File: config.mk
export PLATFORM = sky130hd
export DESIGN_NAME = bitmap_slot_allocator
export DESIGN_NICKNAME = d
export VERILOG_FILES = /design/src/hdl/bsa_pkg.sv /design/src/hdl/bsa_map_mem.sv /design/src/hdl/bsa_out_stage.sv /design/src/hdl/bitmap_slot_allocator.sv
export SDC_FILE = /design/constraint.sdc
export NUM_CORES = 2
export LEC_CHECK = 0
export ABC_AREA = 1
export BUFFER_PORTS_ARGS = -buffer_cell sky130_fd_sc_hd__buf_2
export CAP_MARGIN = 20
export CORE_MARGIN = 2
export CORE_UTILIZATION = 54
export CTS_CLUSTER_DIAMETER = 40
export DETAILED_ROUTE_END_ITERATION = 6
export HOLD_SLACK_MARGIN = 0.05
export PLACE_DENSITY = 0.7
export SYNTH_ARGS = -nofsm -noshare
export SYNTH_HDL_FRONTEND = slang
export SYNTH_SLANG_ARGS = --single-unit
File: constraint.sdc
create_clock -name i_clk -period 12.5 [get_ports i_clk]
set_input_delay 0.625 -clock i_clk [delete_from_list [all_inputs] [get_ports i_clk]]
set_output_delay 0.625 -clock i_clk [all_outputs]
set_load 0.005 [all_outputs]
File: src/hdl/bsa_pkg.sv
// Shared types, constants and helper functions for the bitmap slot allocator.
// Used by every module in the hdl folder; depends on nothing else.

package bsa_pkg;

    // Fixed field widths.
    localparam int GRANT_W  = 10;
    localparam int CNT_W    = 11;
    localparam int SLOT_W   = 16;
    localparam int WORD_W   = 64;
    localparam int BIT_W    = 6;
    localparam int CFG_IDX_W = 1;

    // Default pool size in 64-bit words.
    localparam int MAP_WORDS_DEF = 16;

    // Reset values of the configuration registers.
    localparam logic [CNT_W-1:0] GROW_THR_RST    = CNT_W'(64);
    localparam logic [CNT_W-1:0] RELEASE_THR_RST = CNT_W'(512);

    // Request kinds.
    localparam logic ACT_ALLOC = 1'b0;
    localparam logic ACT_FREE  = 1'b1;

    // Configuration register indexes.
    localparam logic [CFG_IDX_W-1:0] CFG_GROW    = 1'b0;
    localparam logic [CFG_IDX_W-1:0] CFG_RELEASE = 1'b1;

    // Result status codes.
    typedef enum logic [1:0] {
        ST_OK        = 2'd0,
        ST_FULL      = 2'd1,
        ST_RANGE     = 2'd2,
        ST_NOT_ALLOC = 2'd3
    } t_status;

    // Controller states.
    typedef enum logic {
        S_IDLE,
        S_EXEC
    } t_state;

    // One result item.
    typedef struct packed {
        logic [GRANT_W-1:0] granted_slot;
        t_status            status;
        logic [CNT_W-1:0]   used_slots;
        logic [CNT_W-1:0]   free_slots;
        logic               grow_wanted;
        logic               may_release;
    } t_result;

    // Index of the lowest set bit of a map word; zero for an empty word.
    function automatic logic [BIT_W-1:0] lowest_set(input logic [WORD_W-1:0] w);
        logic [BIT_W-1:0] r;
        r = '0;
        for (int n = WORD_W - 1; n >= 0; n--) begin
            if (w[n]) begin
                r = BIT_W'(n);
            end
        end
        return r;
    endfunction

endpackage

File: src/hdl/bsa_map_mem.sv
// Free bitmap storage: a synchronous single-write, single-read memory of 64-bit words.
// Per-word written flags make an unwritten word read as all ones. Depends on bsa_pkg.

module bsa_map_mem #(
    parameter int WORDS  = bsa_pkg::MAP_WORDS_DEF,
    parameter int ADDR_W = 4
) (
    input  logic                       i_clk,
    input  logic                       i_rst_n,
    input  logic                       i_rd_en,
    input  logic [ADDR_W-1:0]          i_rd_addr,
    input  logic                       i_wr_en,
    input  logic [ADDR_W-1:0]          i_wr_addr,
    input  logic [bsa_pkg::WORD_W-1:0] i_wr_data,
    output logic [bsa_pkg::WORD_W-1:0] o_rd_word
);
    import bsa_pkg::*;

    logic [WORD_W-1:0] r_mem [WORDS];
    logic [WORDS-1:0]  r_written;
    logic [WORD_W-1:0] r_rd_data;
    logic              r_rd_written;

    // Memory array write.
    always_ff @(posedge i_clk) begin
        if (i_wr_en) begin
            r_mem[i_wr_addr] <= i_wr_data;
        end
    end

    // Registered read, with forwarding of a write to the same word.
    always_ff @(posedge i_clk) begin
        if (i_rd_en) begin
            if (i_wr_en && i_wr_addr == i_rd_addr) begin
                r_rd_data <= i_wr_data;
            end else begin
                r_rd_data <= r_mem[i_rd_addr];
            end
        end
    end

    // Written flags: cleared by reset, so every word starts out all free.
    always_ff @(posedge i_clk) begin
        if (!i_rst_n) begin
            r_written    <= '0;
            r_rd_written <= 1'b0;
        end else begin
            if (i_rd_en) begin
                r_rd_written <= r_written[i_rd_addr] ||
                                (i_wr_en && i_wr_addr == i_rd_addr);
            end
            if (i_wr_en) begin
                r_written[i_wr_addr] <= 1'b1;
            end
        end
    end

    assign o_rd_word = r_rd_written ? r_rd_data : '1;

endmodule

File: src/hdl/bsa_out_stage.sv
// Result register that holds one result until the consumer takes it.
// Depends on bsa_pkg for the result struct.

module bsa_out_stage (
    input  logic             i_clk,
    input  logic             i_rst_n,
    input  logic             i_load,
    input  bsa_pkg::t_result i_result,
    output logic             o_can_load,
    output logic             o_valid,
    input  logic             i_ready,
    output bsa_pkg::t_result o_result
);
    import bsa_pkg::*;

    logic    r_valid;
    t_result r_result;

    // Valid flag: set on load, cleared when the result is taken.
    always_ff @(posedge i_clk) begin
        if (!i_rst_n) begin
            r_valid <= 1'b0;
        end else if (i_load) begin
            r_valid <= 1'b1;
        end else if (i_ready) begin
            r_valid <= 1'b0;
        end
    end

    // Payload needs no reset.
    always_ff @(posedge i_clk) begin
        if (i_load) begin
            r_result <= i_result;
        end
    end

    assign o_can_load = !r_valid || i_ready;
    assign o_valid    = r_valid;
    assign o_result   = r_result;

endmodule

File: src/hdl/bitmap_slot_allocator.sv
// Top level of the bitmap slot allocator: request controller, summary bits and counters.
// Depends on bsa_pkg, bsa_map_mem and bsa_out_stage.
//
//  Channel   Direction  Handshake               Payload
//  request   in         i_valid / o_ready       i_action, i_slot_to_free
//  result    out        o_valid / i_ready       o_granted_slot .. o_may_release
//  config    in         i_cfg_we (no wait)      i_cfg_idx, i_cfg_data
//
// Each request is handled in S_IDLE, which picks the word and reads the bitmap memory, then in S_EXEC,
// which modifies the word, writes it back and loads the result register.
// The split follows from the registered read port of the bitmap memory.
// A full result register that is not being taken holds the request in S_EXEC.
// Reset is synchronous; all slots are free right after reset, with no clearing pass.

module bitmap_slot_allocator #(
    parameter int MAP_WORDS = bsa_pkg::MAP_WORDS_DEF
) (
    input  logic                          i_clk,
    input  logic                          i_rst_n,
    input  logic                          i_valid,
    output logic                          o_ready,
    input  logic                          i_action,
    input  logic [bsa_pkg::SLOT_W-1:0]    i_slot_to_free,
    output logic                          o_valid,
    input  logic                          i_ready,
    output logic [bsa_pkg::GRANT_W-1:0]   o_granted_slot,
    output logic [1:0]                    o_status,
    output logic [bsa_pkg::CNT_W-1:0]     o_used_slots,
    output logic [bsa_pkg::CNT_W-1:0]     o_free_slots,
    output logic                          o_grow_wanted,
    output logic                          o_may_release,
    input  logic                          i_cfg_we,
    input  logic [bsa_pkg::CFG_IDX_W-1:0] i_cfg_idx,
    input  logic [bsa_pkg::CNT_W-1:0]     i_cfg_data
);
    import bsa_pkg::*;

    localparam int ADDR_W     = (MAP_WORDS > 1) ? $clog2(MAP_WORDS) : 1;
    localparam int SLOT_COUNT = MAP_WORDS * WORD_W;
    localparam int USED_W     = $clog2(SLOT_COUNT + 1);
    localparam int CMP_W      = (USED_W > CNT_W) ? USED_W : CNT_W;
    localparam int IDX_W      = ADDR_W + BIT_W;

    t_state              r_state, n_state;
    logic                r_action;
    logic [SLOT_W-1:0]   r_slot;
    logic [ADDR_W-1:0]   r_word;
    logic                r_full;
    logic                r_range;
    logic [USED_W-1:0]   r_used, n_used;
    logic [MAP_WORDS-1:0] r_summary;
    logic [CNT_W-1:0]    r_grow_thr;
    logic [CNT_W-1:0]    r_rel_thr;

    logic                accept;
    logic                proceed;
    logic                out_can_load;
    logic [ADDR_W-1:0]   first_word;
    logic [ADDR_W-1:0]   rd_addr;
    logic [WORD_W-1:0]   map_word;
    logic [BIT_W-1:0]    bit_idx;
    logic [WORD_W-1:0]   bit_mask;
    logic [WORD_W-1:0]   new_word;
    logic                op_ok;
    logic                wr_en;
    logic [IDX_W-1:0]    grant_idx;
    logic [USED_W-1:0]   free_cnt;
    t_status             status;
    t_result             result;
    t_result             out_result;

    // Lowest word that still holds a free slot.
    always_comb begin
        first_word = '0;
        for (int i = MAP_WORDS - 1; i >= 0; i--) begin
            if (r_summary[i]) begin
                first_word = ADDR_W'(i);
            end
        end
    end

    assign accept  = i_valid && o_ready;
    assign o_ready = (r_state == S_IDLE);
    assign rd_addr = (i_action == ACT_FREE) ? i_slot_to_free[BIT_W +: ADDR_W] : first_word;

    // Controller state register.
    always_ff @(posedge i_clk) begin
        if (!i_rst_n) begin
            r_state <= S_IDLE;
        end else begin
            r_state <= n_state;
        end
    end

    // Next state: read in S_IDLE, finish in S_EXEC once the result register can load.
    always_comb begin
        n_state = r_state;
        proceed = 1'b0;
        unique case (r_state)
            S_IDLE: begin
                if (accept) begin
                    n_state = S_EXEC;
                end
            end
            S_EXEC: begin
                if (out_can_load) begin
                    proceed = 1'b1;
                    n_state = S_IDLE;
                end
            end
            default: begin
                n_state = S_IDLE;
            end
        endcase
    end

    // Request capture at acceptance.
    always_ff @(posedge i_clk) begin
        if (accept) begin
            r_action <= i_action;
            r_slot   <= i_slot_to_free;
            r_word   <= rd_addr;
            r_full   <= (i_action == ACT_ALLOC) && (r_summary == '0);
            r_range  <= (i_action == ACT_FREE) &&
                        ({1'b0, i_slot_to_free} >= (SLOT_W + 1)'(SLOT_COUNT));
        end
    end

    bsa_map_mem #(
        .WORDS  (MAP_WORDS),
        .ADDR_W (ADDR_W)
    ) u_map_mem (
        .i_clk     (i_clk),
        .i_rst_n   (i_rst_n),
        .i_rd_en   (accept),
        .i_rd_addr (rd_addr),
        .i_wr_en   (wr_en),
        .i_wr_addr (r_word),
        .i_wr_data (new_word),
        .o_rd_word (map_word)
    );

    // Modify the word read from the bitmap and decide the status.
    always_comb begin
        bit_idx  = (r_action == ACT_ALLOC) ? lowest_set(map_word) : r_slot[BIT_W-1:0];
        bit_mask = WORD_W'(1) << bit_idx;
        new_word = (r_action == ACT_ALLOC) ? (map_word & ~bit_mask) : (map_word | bit_mask);
        op_ok    = 1'b0;
        status   = ST_OK;
        n_used   = r_used;
        if (r_action == ACT_ALLOC) begin
            if (r_full) begin
                status = ST_FULL;
            end else begin
                op_ok  = 1'b1;
                n_used = r_used + USED_W'(1);
            end
        end else if (r_range) begin
            status = ST_RANGE;
        end else if ((map_word & bit_mask) != '0) begin
            status = ST_NOT_ALLOC;
        end else begin
            op_ok = 1'b1;
            if (r_used != '0) begin
                n_used = r_used - USED_W'(1);
            end
        end
    end

    assign wr_en     = proceed && op_ok;
    assign grant_idx = {r_word, bit_idx};
    assign free_cnt  = USED_W'(SLOT_COUNT) - n_used;

    // Result item with counts and advisory flags after this request.
    always_comb begin
        result.granted_slot = (r_action == ACT_ALLOC && op_ok) ? GRANT_W'(grant_idx) : '0;
        result.status       = status;
        result.used_slots   = CNT_W'(n_used);
        result.free_slots   = CNT_W'(free_cnt);
        result.grow_wanted  = CMP_W'(free_cnt) < CMP_W'(r_grow_thr);
        result.may_release  = (n_used == '0) && (CMP_W'(free_cnt) > CMP_W'(r_rel_thr));
    end

    // Summary bits and used count.
    always_ff @(posedge i_clk) begin
        if (!i_rst_n) begin
            r_summary <= '1;
            r_used    <= '0;
        end else if (wr_en) begin
            r_summary[r_word] <= (new_word != '0);
            r_used            <= n_used;
        end
    end

    // Configuration registers.
    always_ff @(posedge i_clk) begin
        if (!i_rst_n) begin
            r_grow_thr <= GROW_THR_RST;
            r_rel_thr  <= RELEASE_THR_RST;
        end else if (i_cfg_we) begin
            unique case (i_cfg_idx)
                CFG_GROW:    r_grow_thr <= i_cfg_data;
                CFG_RELEASE: r_rel_thr  <= i_cfg_data;
                default:     r_grow_thr <= r_grow_thr;
            endcase
        end
    end

    bsa_out_stage u_out_stage (
        .i_clk      (i_clk),
        .i_rst_n    (i_rst_n),
        .i_load     (proceed),
        .i_result   (result),
        .o_can_load (out_can_load),
        .o_valid    (o_valid),
        .i_ready    (i_ready),
        .o_result   (out_result)
    );

    assign o_granted_slot = out_result.granted_slot;
    assign o_status       = out_result.status;
    assign o_used_slots   = out_result.used_slots;
    assign o_free_slots   = out_result.free_slots;
    assign o_grow_wanted  = out_result.grow_wanted;
    assign o_may_release  = out_result.may_release;

`ifndef SYNTHESIS
    // An accepted request always moves on to the modify cycle.
    a_accept_exec: assert property (@(posedge i_clk) disable iff (!i_rst_n)
        accept |=> r_state == S_EXEC)
        else $error("request accepted but controller not in modify cycle");

    // The used count never exceeds the pool size.
    a_used_bound: assert property (@(posedge i_clk) disable iff (!i_rst_n)
        r_used <= USED_W'(SLOT_COUNT))
        else $error("used count exceeds pool size");

    // A granted allocation clears exactly one free bit in the word.
    a_alloc_one_bit: assert property (@(posedge i_clk) disable iff (!i_rst_n)
        (wr_en && r_action == ACT_ALLOC) |->
            ($countones(new_word) + 1 == $countones(map_word)))
        else $error("allocation did not clear exactly one bit");

    // A new result only appears after a modify cycle.
    a_result_source: assert property (@(posedge i_clk) disable iff (!i_rst_n)
        $rose(o_valid) |-> $past(r_state) == S_EXEC)
        else $error("result appeared without a modify cycle");
`endif

endmodule
==> out/metrics.csv <==
metric,value,unit
status,"finished, final reports clean",
Gate Count Post-Synth,4194,
port buffer count,71,
Final Hold Viols,0,
global-route wire length before repair,212000,um
reg-to-reg startpoint,u_map_mem.r_rd_data[63],
routed via count,35300,
distinct cell type count after synthesis,49,
Worst slew margin,0.199,
"Setup violations, final",0,
Slowest cell on crit path,buf_4,
Mapped Area,0.0511,mm2
Initial Util,0.546,
last element of the critical path,u_map_mem.r_mem[5][6],
Hold Startpoint,i_slot_to_free[2],
gp weighted congestion,0.983,
CP startpoint kind,flop,
nets,4284,
root buf cell,clkbuf_16,
H-tree level count,4,
DRC viols,0,
Final Max Slew Viols,0,
Area growth syn-to-layout,13.5,%
WP data required,12870,ps
RSZ-0062 raised after global routing,false,
layout cells sized above 1,0.115,
DP HPWL,79700,um
CTS sink cnt,1204,
CP max FO,50,
vias in the first global route,33100,
Overall Global Routing Usage,0.290,
total wire length,142000,um
MaxCap Viol Count,0,
capturing point of the worst reg2reg path,u_map_mem.r_mem[5][6],
Setup Skew,36.5,ps
peak per-stage delay on the critical path,930,ps
die area,0.0970,mm2
Placeable Area,0.0935,mm2
clock slew at reported path FFs,60,ps
largest net degree at the start of global routing,165,
n_diodes,0,
Post-CTS Resized,0,
PD cells,163,mW/mm2
row cnt,112,
num ports,72,
fin crit period,8520,ps
drt pass-1 iters,6,
Post-Syn Nets,4253,
Crit Path Class,reg -> reg,
final-layout fill cell count,7150,
R2R cell count,80,
mean post-synth cell area,12.2,um2
CTS tree,done,
Worst Path Arrival,8890,ps
DRT iter0 DRCs,5251,
post-route ant nets,0,
worst vdd ir,116,uV
"Clk Latency, worst-skew pair",760,ps
Multi-input gate area,0.0138,mm2
die width,312,um
gr ovfl total,0,
register bit count reported by yosys,1204,
Die H,312,um
Fin Setup TNS,0,ps
R2R setup slack,3980,ps
Max clock buf depth,3,
most used cell along the critical path,nand2_1,
WL/cell,25.3,um
Hold Path Class,in -> reg,
FMAX,0.117,GHz
postcts setup bufs,0,
DR vias/cell,6.32,
Num CTS Buffers,146,
synthesis warning total,0,
fin util,0.620,
post-synthesis sequential area ratio,0.695,
storage element area,0.0355,mm2
Critical Path Source,u_map_mem.r_rd_data[63],
final period utilization,0.681,
leak pwr,0.0186,uW
CP endpoint kind,flop,
initial antenna violation count,1,
Slew @ Worst Pin,1200,ps
==> kinds of logic after synthesis <==
kind of cell    after synthesis  share of synthesized area
compound gates             1340                      0.153
flops                      1204                      0.695
xor+xnor                      9                    0.00169
buf+inv                     532                     0.0395
mux                         128                     0.0251
fa+ha+maj                    25                    0.00613
simple gates                956                     0.0801
==> report_power, final <==
| group | total, uW | leakage, uW | switching [uW] | internal, uW |
|---|---|---|---|---|
| Clock | 4200 | 0.00235 | 1710 | 2480 |
| Sequential | 4540 | 0.00995 | 42.0 | 4500 |
| Combinational | 735 | 0.00635 | 530 | 205 |
==> Yosys cell counts (all sizes together) <==
| cell | count | area, um2 |
|---|---|---|
| o311ai | 1 | 8.76 |
| xor2 | 9 | 86.3 |
| buf | 42 | 179 |
| nor3 | 20 | 140 |
| a21oi | 477 | 2390 |
| clkinv | 8 | 30.0 |
| or2 | 1 | 6.26 |
| edfxtp | 1136 | 34100 |
| o21ai | 483 | 2420 |
| inv | 229 | 860 |
| o2111ai | 1 | 8.76 |
| clkbuf | 253 | 950 |
| o41ai | 1 | 8.76 |
| ha | 25 | 313 |
| nor4 | 23 | 150 |
| a22oi | 2 | 15.0 |
| dfxtp | 68 | 1360 |
| a311o | 1 | 10.0 |
| o31ai | 4 | 30.0 |
| mux2i | 128 | 1280 |
| o21bai | 3 | 22.5 |
| a31oi | 23 | 144 |
| o21a | 10 | 75.1 |
| nand4 | 56 | 375 |
| or4 | 1 | 7.51 |
| o32ai | 128 | 1120 |
| nor2 | 437 | 1690 |
| o22ai | 65 | 407 |
| o221ai | 67 | 587 |
| o211ai | 70 | 526 |
| nand2 | 347 | 1330 |
| nand3b | 13 | 97.6 |
| a311oi | 1 | 8.76 |
| a211oi | 3 | 22.5 |
| nand3 | 58 | 295 |
==> critical path: cells and delay by family, from the launching register on <==
family	cells	cell delay, ps
AND/OR/NAND/NOR	78	6360
flip-flops	1	440
buffers and inverters	2	1260
==> routing by layer <==
layer	part of all wire	global-route usage	up-vias
li1	-	-	15800
met1	0.42	0.424	17300
met2	0.46	0.444	1976
met3	0.095	0.0485	258
met4	0.028	0.0969	0
met5	0	0	-
==> how the worst min path moves through the flow <==
| stage | to | slack, ps | depth (start not counted) |
|---|---|---|---|
| 2_1_floorplan | r_grow_thr[1] | 440 | 2 |
| 3_3_place_gp | u_map_mem.r_written[14] | 440 | 1 |
| 3_5_place_dp | u_map_mem.r_written[12] | 450 | 1 |
| 4_1_cts | r_slot[2] | 70 | 1 |
| 5_1_grt | r_slot[2] | 80 | 1 |
| 6_report | r_slot[2] | 110 | 1 |
==> flip-flops by register name, indices dropped and copies added, names as in the netlist <==
name	flops
r_state	1
r_range	1
u_map_mem.r_mem	1024
r_grow_thr	11
u_out_stage.o_result	35
r_rel_thr	11
r_slot	6
u_map_mem.r_rd_data	64
u_map_mem.r_rd_written	1
r_action	1
u_map_mem.r_written	16
r_full	1
u_out_stage.o_valid	1
r_word	4
r_summary	16
r_used	11
==> cell usage in the layout (no fill, tap or decap), types with 13 or more instances in the layout <==
cell | synthesis | routed
a21oi_1 | 477 | 474
nand2_1 | 339 | 335
o221ai_1 | 67 | 67
edfxtp_1 | 1136 | 1136
mux2i_1 | 128 | 128
clkinv_2 | 0 | 20
dfxtp_1 | 68 | 68
o22ai_1 | 65 | 65
nand4_1 | 52 | 52
inv_1 | 219 | 216
o211ai_1 | 70 | 70
clkbuf_1 | 253 | 16
o21ai_1 | 15 | 19
clkbuf_16 | 0 | 149
nor2_1 | 422 | 418
clkinvlp_4 | 0 | 14
nor4_1 | 22 | 22
buf_2 | 5 | 71
nand3_1 | 57 | 57
ha_1 | 25 | 25
o21ai_0 | 468 | 460
inv_6 | 0 | 20
buf_4 | 2 | 91
nand3b_1 | 13 | 13
o32ai_1 | 128 | 128
clkinv_1 | 8 | 14
==> what timing repair did <==
item	in CTS	in global routing
hold buffers	4	0
setup endpoints to repair	0	0
endpoints found under the hold margin	4	0
==> layout make-up <==
type | count | share of cell area
multi-input cells | 2458 | 0.238
flip-flops and latches | 1204 | 0.612
clock buffers | 167 | 0.0659
well taps | 1254 | 0.0271
clock inverters | 98 | 0.0181
repair buffers | 178 | 0.0232
inverters | 237 | 0.0157
==> through the flow <==
| step | hold WS, ps | total power (uW) | cells | setup slack (ps) | instance area, um2 |
|---|---|---|---|---|---|
| 2_1_floorplan | 435 | 5070 | 4194 | 4750 | 51100 |
| 3_3_place_gp | 442 | 5340 | 5321 | 4070 | 52900 |
| 3_5_place_dp | 449 | 5340 | 5325 | 4000 | 53000 |
| 4_1_cts | 74.6 | 9510 | 5594 | 3980 | 57900 |
| 5_1_grt | 83.2 | 9750 | 5596 | 3070 | 57900 |
| 6_report | 110 | 9470 | 5596 | 3980 | 57900 |
Power figures use the tool's default switching activity.
